File: config.mk
export PLATFORM = sky130hd
export DESIGN_NAME = hsl_color_pixel_classifier_flat
export DESIGN_NICKNAME = d
export VERILOG_FILES = /design/src/rtl/hslc_pkg.sv /design/src/rtl/hslc_if.sv /design/src/rtl/hslc_decide.sv /design/src/rtl/hsl_color_pixel_classifier.sv /design/src/flat_wrapper.sv
export SDC_FILE = /design/constraint.sdc
export NUM_CORES = 2
export LEC_CHECK = 0
export BUFFER_PORTS_ARGS = -buffer_cell sky130_fd_sc_hd__buf_4
export CORE_UTILIZATION = 30
export CTS_CLUSTER_SIZE = 40
export DETAILED_ROUTE_END_ITERATION = 10
export SLEW_MARGIN = 20
export SYNTH_ARGS = -nofsm -noshare
export SYNTH_HDL_FRONTEND = slang
export SYNTH_SLANG_ARGS = --single-unit
File: constraint.sdc
create_clock -name clk -period 5.05 [get_ports clk]
set_clock_uncertainty 0.2 [all_clocks]
set_input_delay 0.505 -clock clk [delete_from_list [all_inputs] [get_ports clk]]
set_output_delay 0.505 -clock clk [all_outputs]
set_load 0.02 [all_outputs]
File: src/rtl/hslc_pkg.sv
// ---------------------------------------------------------------------------
// hslc_pkg
// shared types and constants of the hsl pixel classifier
// ---------------------------------------------------------------------------
`default_nettype none

package hslc_pkg;

  localparam int unsigned CfgIdxW  = 3;
  localparam int unsigned CfgDataW = 10;

  // register reset values
  localparam logic [7:0]        RstSatFloor     = 8'd33;
  localparam logic [7:0]        RstLightFloor   = 8'd38;
  localparam logic [7:0]        RstOrangeSatMin = 8'd110;
  localparam logic signed [9:0] RstRedHueLow    = -10'sd40;
  localparam logic signed [9:0] RstOrangeHueLow = 10'sd11;
  localparam logic signed [9:0] RstOrangeHueHi  = 10'sd40;

  typedef enum logic [CfgIdxW-1:0] {
    REG_SAT_FLOOR       = 3'd0,
    REG_LIGHT_FLOOR     = 3'd1,
    REG_ORANGE_SAT_MIN  = 3'd2,
    REG_RED_HUE_LOW     = 3'd3,
    REG_ORANGE_HUE_LOW  = 3'd4,
    REG_ORANGE_HUE_HIGH = 3'd5
  } cfg_idx_t;

  typedef enum logic [1:0] {
    CLASS_KEEP  = 2'd0,
    CLASS_WHITE = 2'd1,
    CLASS_BLACK = 2'd2
  } pixel_class_t;

  typedef enum logic [1:0] {
    MAX_BLUE  = 2'd0,
    MAX_GREEN = 2'd1,
    MAX_RED   = 2'd2
  } max_sel_t;

  typedef struct packed {
    logic [7:0]        sat_floor;
    logic [7:0]        light_floor;
    logic [7:0]        orange_sat_min;
    logic signed [9:0] red_hue_low;
    logic signed [9:0] orange_hue_low;
    logic signed [9:0] orange_hue_high;
  } cfg_t;

  typedef struct packed {
    logic [7:0] blue;
    logic [7:0] green;
    logic [7:0] red;
  } pix_t;

  // stage 1: extremes and the channel difference for the hue
  typedef struct packed {
    pix_t              pix;
    logic [7:0]        mx;
    logic [7:0]        mn;
    max_sel_t          sel;
    logic signed [8:0] diff;
  } s1_t;

  // stage 2: chroma, sum, saturation divisor, hue as hn/hd
  typedef struct packed {
    pix_t               pix;
    logic               grey;
    logic [7:0]         d;
    logic [8:0]         sum;
    logic [7:0]         den;
    logic signed [17:0] hn;
    logic [7:0]         hd;
  } s2_t;

  // stage 3: cross products against the thresholds
  typedef struct packed {
    pix_t               pix;
    logic               grey;
    logic [7:0]         d;
    logic [8:0]         sum;
    logic signed [17:0] hn;
    logic [15:0]        prod_sat;
    logic [15:0]        prod_osm;
    logic [16:0]        prod_light;
    logic signed [18:0] p_oh;
    logic signed [18:0] p_rl;
    logic signed [18:0] p_ol;
  } s3_t;

endpackage

`default_nettype wire

File: src/rtl/hslc_if.sv
// ---------------------------------------------------------------------------
// hslc_if
// valid/ready channels for input pixels and classified pixels
// ---------------------------------------------------------------------------
`default_nettype none

interface hslc_in_if;
  logic       valid;
  logic       ready;
  logic [7:0] in_blue;
  logic [7:0] in_green;
  logic [7:0] in_red;

  modport source (output valid, output in_blue, output in_green, output in_red,
                  input ready);
  modport sink   (input valid, input in_blue, input in_green, input in_red,
                  output ready);
endinterface

interface hslc_out_if;
  logic       valid;
  logic       ready;
  logic [7:0] out_blue;
  logic [7:0] out_green;
  logic [7:0] out_red;
  logic [1:0] pixel_class;

  modport source (output valid, output out_blue, output out_green, output out_red,
                  output pixel_class, input ready);
  modport sink   (input valid, input out_blue, input out_green, input out_red,
                  input pixel_class, output ready);
endinterface

`default_nettype wire

File: src/rtl/hslc_decide.sv
// ---------------------------------------------------------------------------
// hslc_decide
// threshold compares and the white / black / keep decision
// ---------------------------------------------------------------------------
`default_nettype none

module hslc_decide
  import hslc_pkg::*;
(
  input  s3_t          s3,
  input  cfg_t         cfg,
  output pixel_class_t cls
);

  logic [15:0]        d256;
  logic [16:0]        sum256;
  logic signed [18:0] hn;
  logic               sat_low;
  logic               light_low;
  logic               sat_orange;
  logic               above;
  logic               ge_rl;
  logic               ge_ol;

  always_comb begin
    d256       = {s3.d, 8'd0};
    sum256     = {s3.sum, 8'd0};
    hn         = 19'($signed(s3.hn));
    sat_low    = s3.grey ? (cfg.sat_floor != 8'd0) : (d256 < s3.prod_sat);
    light_low  = sum256 < s3.prod_light;
    sat_orange = s3.grey ? (cfg.orange_sat_min == 8'd0) : (d256 >= s3.prod_osm);
    // hue never exceeds 300 degrees, so the 360 upper bound always holds
    above      = hn > $signed(s3.p_oh);
    ge_rl      = hn >= $signed(s3.p_rl);
    ge_ol      = hn >= $signed(s3.p_ol);

    if (sat_low || light_low) begin
      cls = CLASS_WHITE;
    end else if (above) begin
      cls = CLASS_BLACK;
    end else if (ge_rl && !ge_ol) begin
      cls = CLASS_BLACK;
    end else if (ge_ol) begin
      cls = sat_orange ? CLASS_BLACK : CLASS_WHITE;
    end else begin
      cls = CLASS_KEEP;
    end
  end

endmodule

`default_nettype wire

File: src/rtl/hsl_color_pixel_classifier.sv
// ---------------------------------------------------------------------------
// hsl_color_pixel_classifier
// bgr pixel to hsl, thresholded into kept, forced white or forced black
// ---------------------------------------------------------------------------
//
//  channel   dir   handshake      payload
//  in_pix    in    valid/ready    in_blue, in_green, in_red
//  out_pix   out   valid/ready    out_blue, out_green, out_red, pixel_class
//  cfg_*     in    cfg_we only    cfg_idx (register), cfg_wdata (10 bit)
//
//  one word per clock sustained while out_pix is not stalled; a word passes
//  through the four register stages: extremes, hue numerator,
//  threshold products, output register
//  each stage holds its own valid bit and loads when empty or when the
//  next one moves, so bubbles close up while the output is stalled
//  rst_n (synchronous) clears the valid bits and reloads the configuration registers
//
`default_nettype none

module hsl_color_pixel_classifier
  import hslc_pkg::*;
(
  input  wire                clk,
  input  wire                rst_n,
  hslc_in_if.sink            in_pix,
  hslc_out_if.source         out_pix,
  input  wire                cfg_we,
  input  wire [CfgIdxW-1:0]  cfg_idx,
  input  wire [CfgDataW-1:0] cfg_wdata
);

  // configuration registers
  cfg_t cfg_r, cfg_nxt;

  always_comb begin
    cfg_nxt = cfg_r;
    if (cfg_we) begin
      case (cfg_idx_t'(cfg_idx))
        REG_SAT_FLOOR:       cfg_nxt.sat_floor       = cfg_wdata[7:0];
        REG_LIGHT_FLOOR:     cfg_nxt.light_floor     = cfg_wdata[7:0];
        REG_ORANGE_SAT_MIN:  cfg_nxt.orange_sat_min  = cfg_wdata[7:0];
        REG_RED_HUE_LOW:     cfg_nxt.red_hue_low     = $signed(cfg_wdata);
        REG_ORANGE_HUE_LOW:  cfg_nxt.orange_hue_low  = $signed(cfg_wdata);
        REG_ORANGE_HUE_HIGH: cfg_nxt.orange_hue_high = $signed(cfg_wdata);
        default: ;  // unknown index, write dropped
      endcase
    end
  end

  always_ff @(posedge clk) begin
    if (!rst_n) begin
      cfg_r.sat_floor       <= RstSatFloor;
      cfg_r.light_floor     <= RstLightFloor;
      cfg_r.orange_sat_min  <= RstOrangeSatMin;
      cfg_r.red_hue_low     <= RstRedHueLow;
      cfg_r.orange_hue_low  <= RstOrangeHueLow;
      cfg_r.orange_hue_high <= RstOrangeHueHi;
    end else begin
      cfg_r <= cfg_nxt;
    end
  end

  // pipeline flow control: a stage moves when empty or when its successor moves
  logic v1_r, v2_r, v3_r, vo_r;
  logic en1, en2, en3, en_o;

  assign en_o = !vo_r || out_pix.ready;
  assign en3  = !v3_r || en_o;
  assign en2  = !v2_r || en3;
  assign en1  = !v1_r || en2;

  assign in_pix.ready = en1;

  always_ff @(posedge clk) begin
    if (!rst_n) begin
      v1_r <= 1'b0;
      v2_r <= 1'b0;
      v3_r <= 1'b0;
      vo_r <= 1'b0;
    end else begin
      if (en1)  v1_r <= in_pix.valid;
      if (en2)  v2_r <= v1_r;
      if (en3)  v3_r <= v2_r;
      if (en_o) vo_r <= v3_r;
    end
  end

  // stage 1: max, min, winning channel (blue, then green, then red)
  s1_t s1_r, s1_nxt;

  always_comb begin
    s1_nxt.pix.blue  = in_pix.in_blue;
    s1_nxt.pix.green = in_pix.in_green;
    s1_nxt.pix.red   = in_pix.in_red;

    s1_nxt.mx = in_pix.in_blue;
    if (in_pix.in_green > s1_nxt.mx) s1_nxt.mx = in_pix.in_green;
    if (in_pix.in_red   > s1_nxt.mx) s1_nxt.mx = in_pix.in_red;
    s1_nxt.mn = in_pix.in_blue;
    if (in_pix.in_green < s1_nxt.mn) s1_nxt.mn = in_pix.in_green;
    if (in_pix.in_red   < s1_nxt.mn) s1_nxt.mn = in_pix.in_red;

    if (in_pix.in_blue == s1_nxt.mx) begin
      s1_nxt.sel  = MAX_BLUE;
      s1_nxt.diff = $signed({1'b0, in_pix.in_red}) - $signed({1'b0, in_pix.in_green});
    end else if (in_pix.in_green == s1_nxt.mx) begin
      s1_nxt.sel  = MAX_GREEN;
      s1_nxt.diff = $signed({1'b0, in_pix.in_blue}) - $signed({1'b0, in_pix.in_red});
    end else begin
      s1_nxt.sel  = MAX_RED;
      s1_nxt.diff = $signed({1'b0, in_pix.in_green}) - $signed({1'b0, in_pix.in_blue});
    end
  end

  always_ff @(posedge clk) begin
    if (en1) s1_r <= s1_nxt;
  end

  // stage 2: chroma, sum, saturation divisor and hue = hn / hd in degrees
  s2_t s2_r, s2_nxt;
  logic signed [17:0] d_s;
  logic signed [17:0] diff_s;
  logic signed [17:0] base;

  always_comb begin
    s2_nxt.pix  = s1_r.pix;
    s2_nxt.d    = s1_r.mx - s1_r.mn;
    s2_nxt.sum  = 9'(s1_r.mx) + 9'(s1_r.mn);
    // lightness below one half divides by sum, otherwise by 510 - sum
    s2_nxt.den  = (s2_nxt.sum < 9'd255) ? s2_nxt.sum[7:0] : 8'(9'd510 - s2_nxt.sum);
    s2_nxt.grey = (s2_nxt.d == 8'd0);

    d_s    = $signed(18'(s2_nxt.d));
    diff_s = 18'(s1_r.diff);
    case (s1_r.sel)
      MAX_BLUE:  base = 18'(d_s * 18'sd240);
      MAX_GREEN: base = 18'(d_s * 18'sd120);
      default:   base = 18'sd0;
    endcase

    // grey: hue taken as zero over a unit divisor
    s2_nxt.hn = s2_nxt.grey ? 18'sd0 : 18'(base + 18'(diff_s * 18'sd60));
    s2_nxt.hd = s2_nxt.grey ? 8'd1 : s2_nxt.d;
  end

  always_ff @(posedge clk) begin
    if (en2) s2_r <= s2_nxt;
  end

  // stage 3: multiply thresholds into the divisors so compares stay exact
  s3_t s3_r, s3_nxt;
  logic signed [18:0] hd_s;

  always_comb begin
    hd_s              = $signed(19'(s2_r.hd));
    s3_nxt.pix        = s2_r.pix;
    s3_nxt.grey       = s2_r.grey;
    s3_nxt.d          = s2_r.d;
    s3_nxt.sum        = s2_r.sum;
    s3_nxt.hn         = s2_r.hn;
    s3_nxt.prod_sat   = 16'(cfg_r.sat_floor) * 16'(s2_r.den);
    s3_nxt.prod_osm   = 16'(cfg_r.orange_sat_min) * 16'(s2_r.den);
    s3_nxt.prod_light = 17'(cfg_r.light_floor) * 17'd510;
    s3_nxt.p_oh       = 19'(19'(cfg_r.orange_hue_high) * hd_s);
    s3_nxt.p_rl       = 19'(19'(cfg_r.red_hue_low) * hd_s);
    s3_nxt.p_ol       = 19'(19'(cfg_r.orange_hue_low) * hd_s);
  end

  always_ff @(posedge clk) begin
    if (en3) s3_r <= s3_nxt;
  end

  // stage 4: decision and output register
  pixel_class_t cls;
  pixel_class_t cls_r;
  pix_t         opix_r, opix_nxt;

  hslc_decide u_decide (
    .s3  (s3_r),
    .cfg (cfg_r),
    .cls (cls)
  );

  always_comb begin
    case (cls)
      CLASS_WHITE: opix_nxt = '{blue: 8'd255, green: 8'd255, red: 8'd255};
      CLASS_BLACK: opix_nxt = '{blue: 8'd0, green: 8'd0, red: 8'd0};
      default:     opix_nxt = s3_r.pix;
    endcase
  end

  always_ff @(posedge clk) begin
    if (en_o) begin
      opix_r <= opix_nxt;
      cls_r  <= cls;
    end
  end

  assign out_pix.valid       = vo_r;
  assign out_pix.out_blue    = opix_r.blue;
  assign out_pix.out_green   = opix_r.green;
  assign out_pix.out_red     = opix_r.red;
  assign out_pix.pixel_class = cls_r;

  // an empty output register always lets a new word in
  a_ready_when_drained: assert property (@(posedge clk) disable iff (!rst_n)
    !vo_r |-> in_pix.ready)
    else $error("input stalled with empty output stage");

  // forced classes carry their fixed color
  a_white_color: assert property (@(posedge clk) disable iff (!rst_n)
    vo_r && cls_r == CLASS_WHITE |->
      opix_r.blue == 8'd255 && opix_r.green == 8'd255 && opix_r.red == 8'd255)
    else $error("white class without white pixel");

  a_black_color: assert property (@(posedge clk) disable iff (!rst_n)
    vo_r && cls_r == CLASS_BLACK |->
      opix_r.blue == 8'd0 && opix_r.green == 8'd0 && opix_r.red == 8'd0)
    else $error("black class without black pixel");

  // a held word in stage 3 is not dropped
  a_stage3_hold: assert property (@(posedge clk) disable iff (!rst_n)
    v3_r && !en3 |=> v3_r && $stable(s3_r))
    else $error("stage 3 word lost during stall");

  // grey pixels reach stage 2 as hue zero over a unit divisor
  a_grey_hue: assert property (@(posedge clk) disable iff (!rst_n)
    v2_r && s2_r.grey |-> s2_r.hd == 8'd1 && s2_r.hn == 18'sd0)
    else $error("grey pixel with nonzero hue");

endmodule

`default_nettype wire
File: src/flat_wrapper.sv
// flat-port wrapper written by rule: the top's interface ports become plain ports
module hsl_color_pixel_classifier_flat import hslc_pkg::*;
  (clk, rst_n, cfg_we, cfg_idx, cfg_wdata, in_pix_valid, in_pix_in_blue, in_pix_in_green, in_pix_in_red, in_pix_ready, out_pix_valid, out_pix_out_blue, out_pix_out_green, out_pix_out_red, out_pix_pixel_class, out_pix_ready);
  hslc_in_if in_pix_i ();
  hslc_out_if out_pix_i ();
  input  wire clk;
  input  wire rst_n;
  input  wire cfg_we;
  input  wire [CfgIdxW-1:0] cfg_idx;
  input  wire [CfgDataW-1:0] cfg_wdata;
  input wire logic [$bits(in_pix_i.valid)-1:0] in_pix_valid;
  input wire logic [$bits(in_pix_i.in_blue)-1:0] in_pix_in_blue;
  input wire logic [$bits(in_pix_i.in_green)-1:0] in_pix_in_green;
  input wire logic [$bits(in_pix_i.in_red)-1:0] in_pix_in_red;
  output wire logic [$bits(in_pix_i.ready)-1:0] in_pix_ready;
  output wire logic [$bits(out_pix_i.valid)-1:0] out_pix_valid;
  output wire logic [$bits(out_pix_i.out_blue)-1:0] out_pix_out_blue;
  output wire logic [$bits(out_pix_i.out_green)-1:0] out_pix_out_green;
  output wire logic [$bits(out_pix_i.out_red)-1:0] out_pix_out_red;
  output wire logic [$bits(out_pix_i.pixel_class)-1:0] out_pix_pixel_class;
  input wire logic [$bits(out_pix_i.ready)-1:0] out_pix_ready;
  assign in_pix_i.valid = in_pix_valid;
  assign in_pix_i.in_blue = in_pix_in_blue;
  assign in_pix_i.in_green = in_pix_in_green;
  assign in_pix_i.in_red = in_pix_in_red;
  assign in_pix_ready = in_pix_i.ready;
  assign out_pix_valid = out_pix_i.valid;
  assign out_pix_out_blue = out_pix_i.out_blue;
  assign out_pix_out_green = out_pix_i.out_green;
  assign out_pix_out_red = out_pix_i.out_red;
  assign out_pix_pixel_class = out_pix_i.pixel_class;
  assign out_pix_i.ready = out_pix_ready;
  hsl_color_pixel_classifier u_core (.clk(clk), .rst_n(rst_n), .in_pix(in_pix_i), .out_pix(out_pix_i), .cfg_we(cfg_we), .cfg_idx(cfg_idx), .cfg_wdata(cfg_wdata));
endmodule
---- Yosys cells after proc, flatten, opt, wreduce, memory -nomap -nowiden ----
Index checks and enable logic that the tools add are counted.
storage, ports and cells
  input port bits ......................... 42
  register bits after elaboration ......... 376
  output and inout port bits .............. 28
operators by class
  multipliers ............................. 9
  eq/ne operators ......................... 10
  order comparisons ....................... 11
  reductions and logical operators ........ 22
  multiplexer cells ....................... 16
  $add $sub $neg .......................... 7
operators by type and width
  cell                    number
  $mul A10 B9 Y19         3
  $pmux W24 S2            1
  $mux W8                 5
  $ge A18 B19 Y1          2
  $pmux W18 S2            1
  $mul A8 B8 Y16          2
  $sub A8 B8 Y9           3
  $mul A8 B4 Y12 const B  2
  $gt A18 B19 Y1          1
  $add A18 B18 Y18        1
  $lt A17 B17 Y1          1
  $eq A8 B8 Y1            2
  $ge A16 B16 Y1          1
  $gt A8 B8 Y1            2
  $logic_not A8 Y1        2
  $lt A16 B16 Y1          1
  $lt A8 B8 Y1            2
  $mul A8 B8 Y16 const B  1
  $mul A9 B5 Y14 const B  1
  $reduce_and A2 Y1       6
  $mux W11                1
  $mux W2                 5
  $add A8 B8 Y9           1
  $lt A9 B8 Y1 const B    1
  15 further kinds        27

---- Longest topological paths before layout ----
  depth after elaboration ................. 9
  depth in mapped cells ................... 27
  depth with buffers taken out ............ 27

---- Cells and area by module ----
A second synthesis with hierarchy kept.
second synthesis, totals
  cells, all modules ...................... 3385
  area total of the unflattened synthesis .. 34144.0 µm²
modules (own cells, without submodules)
  module                      area an instance (µm²)  times used  cells an instance  seq. area each (µm²)
  hsl_color_pixel_classifier  31934.4                 1           3078               10500.1
  hslc_decide                 2209.6                  1           307                0.0

---- Worst setup path before layout ----
Ideal clock, no wire load.
  path kind ............................... register -> register
  start ................................... reg u_core.s1_r[19] (netlist bit)
  end ..................................... reg u_core.s2_r[24] (netlist bit) (data pin)
  arrival ................................. 5.117 ns
  period minus slack after synthesis ...... 5.583 ns
  path slack .............................. -0.533 ns
  stages on the path, launching flop included .. 26
  required time ........................... 4.584 ns
  setup time .............................. 0.266 ns
  cell sequence ........................... edfxtp_1 > inv_1 > ha_1 > inv_1 > fa_1 > a21o_1 > a21oi_1 > xnor2_1 > inv_1 > xnor2_1 > ha_1 > inv_1 > fa_1 > inv_1 > ha_1 > o41ai_1 > xnor2_1 > mux2i_1 > nor2_1 > ha_1 > or3_1 > o21ai_0 > a21oi_1 > a31oi_1 > xor2_1 > nor2_1
between the ends
  longest elaborated chain between the ends .. 4
  elaborated cells on any way between the ends .. 6
  those cells by class .................... add/sub (2); mul (2); mux (1); reduce/logical (1)
ends and longest elaborated chain
  item                    RTL line                                                              RTL
  start, declared         hsl_color_pixel_classifier.sv:89                                      s1_t s1_r, s1_nxt;
  start signal, assigned  hsl_color_pixel_classifier.sv:116                                     if (en1) s1_r <= s1_nxt;
  $sub A8 B8 Y8 (*)       hsl_color_pixel_classifier.sv:127                                     s2_nxt.d = s1_r.mx - s1_r.mn;
  via u_core.d_s[4]       hsl_color_pixel_classifier.sv:121                                     logic signed [17:0] d_s;
  $mul A8 B4 Y12          hsl_color_pixel_classifier.sv:136, hsl_color_pixel_classifier.sv:137
  $pmux W18 S2            hsl_color_pixel_classifier.sv:135                                     case (s1_r.sel)
  $add A18 B18 Y18        hsl_color_pixel_classifier.sv:142                                     s2_nxt.hn = s2_nxt.grey ? 18'sd0 : 18'(base + 18'(diff_s * 18'sd60));
  end signal, assigned    hsl_color_pixel_classifier.sv:147                                     if (en2) s2_r <= s2_nxt;
  end, declared           hsl_color_pixel_classifier.sv:120                                     s2_t s2_r, s2_nxt;
The timed path passes the listed nets; every way through them passes the cells marked *.
A chain may end at the register's enable or synchronous reset.

---- Worst setup path after layout ----
  start ................................... reg u_core.s1_r[19] (netlist bit)
  end ..................................... reg u_core.s2_r[25] (netlist bit) (data pin)
The elaborated chain is that of the path after synthesis.

==> results.sh <==
export IMPL_ys_flop_type="edfxtp_1"
export IMPL_dp_cells=5126
export IMPL_post_route_drc_count=0
export IMPL_dieWidth_um=339
export IMPL_ant_nets=0
export IMPL_antenna_found_initial=3
export IMPL_drt_first_iter_violations=1222
export IMPL_clk_pin_slew_ps=60
export IMPL_vias_per_cell=4.53
export IMPL_wire_per_inst_um=14.8
export IMPL_path_class="reg -> reg"
export IMPL_yosys_top_cells_area="edfxtp_1 (27%), fa_1 (19%), ha_1 (15%), inv_1 (6.9%), nand2_1 (4.1%)"
export IMPL_finalNetCount=4532
export IMPL_io_buffers=69
export IMPL_grt_first_pass_wirelength_um=128000
export IMPL_place_hpwl_um=61000
export IMPL_gp_congestion=0.868
export IMPL_tightest_slew_ps=976
export IMPL_synthesis_nets=4142
export IMPL_tns_ps=-2510
export IMPL_io_pins=70
export IMPL_violations="negative setup slack"
export IMPL_core_region_area_um2=112000
export IMPL_max_freq_mhz=181
export IMPL_synth_cell_types=77
export IMPL_initial_utilization=0.303
export IMPL_dieHeight_um=339
export IMPL_clock_sinks=369
export IMPL_start_kind="flip-flop"
export IMPL_cts_tree="built"
export IMPL_worstHoldPathType="in -> reg"
export IMPL_setup_violations=8
export IMPL_cp_arrival_ps=5750
export IMPL_yosysTopAreaCell="edfxtp_1"
export IMPL_ys_warn_count=0
export IMPL_drtPass1Iterations=7
export IMPL_hold_viol=0
export IMPL_grt_pass1_vias=24800
export IMPL_synth_seq_cells=369
export IMPL_synth_edf_count=311
export IMPL_drv_cap=0
export IMPL_drv_slew=0
export IMPL_relSlewSlack=0.348
export IMPL_layout_common_cells="inv_1 (603), buf_4 (388), ha_1 (383)"
export IMPL_routed_wl_um=78500
export IMPL_cts_root_buf="clkbuf_16"
export IMPL_cp_end_kind="flip-flop"
export IMPL_final_cells=5288
export IMPL_netlist_area_um2=34000
export IMPL_grt_overflow=0
export IMPL_vias=23900
export IMPL_cts_buffer_depth=3
export IMPL_synthArstFlopShare=0
export IMPL_required_ps=5270
export IMPL_grt_use_met2=0.233
export IMPL_layout_drive_gt1_share=0.188
export IMPL_grt_util_met1=0.185
export IMPL_syn_inst=3360
export IMPL_rsz0062_at_grt="true"
export IMPL_whs_ps=33.5
export IMPL_clk_latency_ps=590
export IMPL_ys_seq_area_frac=0.309
export IMPL_grt_max_degree=70
export IMPL_areaGrowthSynthToFinish_pct=22.8
export IMPL_final_common_cell="inv_1"
export IMPL_met3_usage=0.0192
export IMPL_post_route_min_period_ps=5530
export IMPL_grt_busiest_layer="met2"
export IMPL_path_max_fanout=3
export IMPL_fp_dieArea_um2=115000
export IMPL_htreeDepth=2
export IMPL_cts_inserted_buffers=44
export IMPL_status="finished with violations"
export IMPL_post_synth_cell_area_avg_um2=10.1
export IMPL_finalCritPeriodShare=1.10
export IMPL_std_cell_rows=123
export IMPL_layout_setup_ws_ps=-485
export IMPL_track_usage=0.137
export IMPL_synth_top_area_frac=0.275
## what timing repair did
action,4_1_cts,5_1_grt
resized for setup,63,171
setup buffers,27,39
hold buffers,8,0
pin swaps,52,132
endpoints found under the hold margin,9,0
endpoints found under the setup margin,17,21
cloned,1,4
## flip-flops by register name, indices dropped and copies added, names as in the netlist
register	cells
u_core.diff_s	9
u_core.s2_r	64
u_core.hd_s	8
u_core.s1_r	42
u_core.out_pix.out_green	8
u_core.out_pix.out_red	8
u_core.v2_r	1
u_core.cfg_r	54
u_core.out_pix.valid	1
u_core.v3_r	1
u_core.out_pix.out_blue	8
u_core.v1_r	1
u_core.out_pix.pixel_class	2
u_core.s3_r	162
## Yosys cell counts, types with 10 or more instances
cell type and count:
clkbuf_1 90, edfxtp_1 311, inv_1 629, and3_1 10, a221oi_1 14, xnor2_1 122, nor3_1 32, nor2_1 126
a21boi_0 42, nand4_1 12, fa_1 327, nand3_1 58, ha_1 413, a21o_1 51, nand2b_1 22, xor2_1 41
a31oi_1 10, mux2i_1 36, dfxtp_1 58, a21oi_1 102, or3_1 11, nor4_1 10, o21a_1 17, and2_1 221
a211oi_1 11, nand2_1 372, nor2b_1 35, o21ai_0 61
## stage by stage
stage               setup WS [ps]  instance area (µm²)   util
floorplan                    -311                34100      -
global placement             -567                38500  0.342
detailed placement           -575                38500  0.342
CTS                          -420                40600  0.361
global route                 -731                41700  0.371
finish                       -485                41700  0.371
## cells by family (layout without fill, tap and decap cells)
group                      Yosys count  in the layout  share of synthesized area
muxes                               40             40                     0.0119
adders and majority gates          740            740                      0.345
xor gates and xnor gates           163            163                     0.0420
AOI/OAI and AO/OA                  386            386                     0.0772
and+or+nand+nor                    939            939                      0.135
buffers and inverters              723           1148                     0.0804
DFF                                369            369                      0.309
other                                0              3                          0
## per-layer routing
metal | wire length, µm | vias to the layer above
met1 | 36500 | 11700
li1 | - | 11700
met4 | 1600 | 2
met3 | 3160 | 99
met2 | 37200 | 362
met5 | 13 | -
## worst max-delay path: stages (launching register included)
cell and delay, ps:
edfxtp_1 420, inv_2 90, ha_4 140, inv_4 30, fa_2 360, xnor2_2 170
inv_2 60, fa_1 530, fa_1 450, ha_1 280, a21o_1 160, a21oi_2 150
nor2b_1 60, o21a_1 200, o41ai_2 290, xnor2_1 140, mux2i_1 150, nor2_1 70
ha_1 330, buf_4 150, buf_6 120, nand3_2 80, nand2_2 70, a41oi_4 230
a211oi_2 120, o21a_1 210, nor3_2 100
## final cells by class
class,instances,area [µm²]
antenna,3,7.51
clock buffer,46,1120
clock inverter,35,459
fill,11100,70600
inverter,629,2370
multi-input combinational,2268,21800
sequential,369,10500
tap,1500,1880
timing repair buffer,438,3650
## worst paths after layout
path                                       from          endpoint  slack (ps)  cells past startpoint
worst max-delay path            u_core.s1_r[19]   u_core.s2_r[25]        -480                     26
worst min-delay path               cfg_wdata[8]   u_core.cfg_r[8]          30                      3
worst min register to register  u_core.s2_r[13]  u_core.s3_r[111]         200                      0
worst max register to register  u_core.s1_r[19]   u_core.s2_r[25]        -480                     26
Power is left out: the tool's default activity adds up to more than one toggle a clock period on the data nets, which glitch-free logic cannot reach.
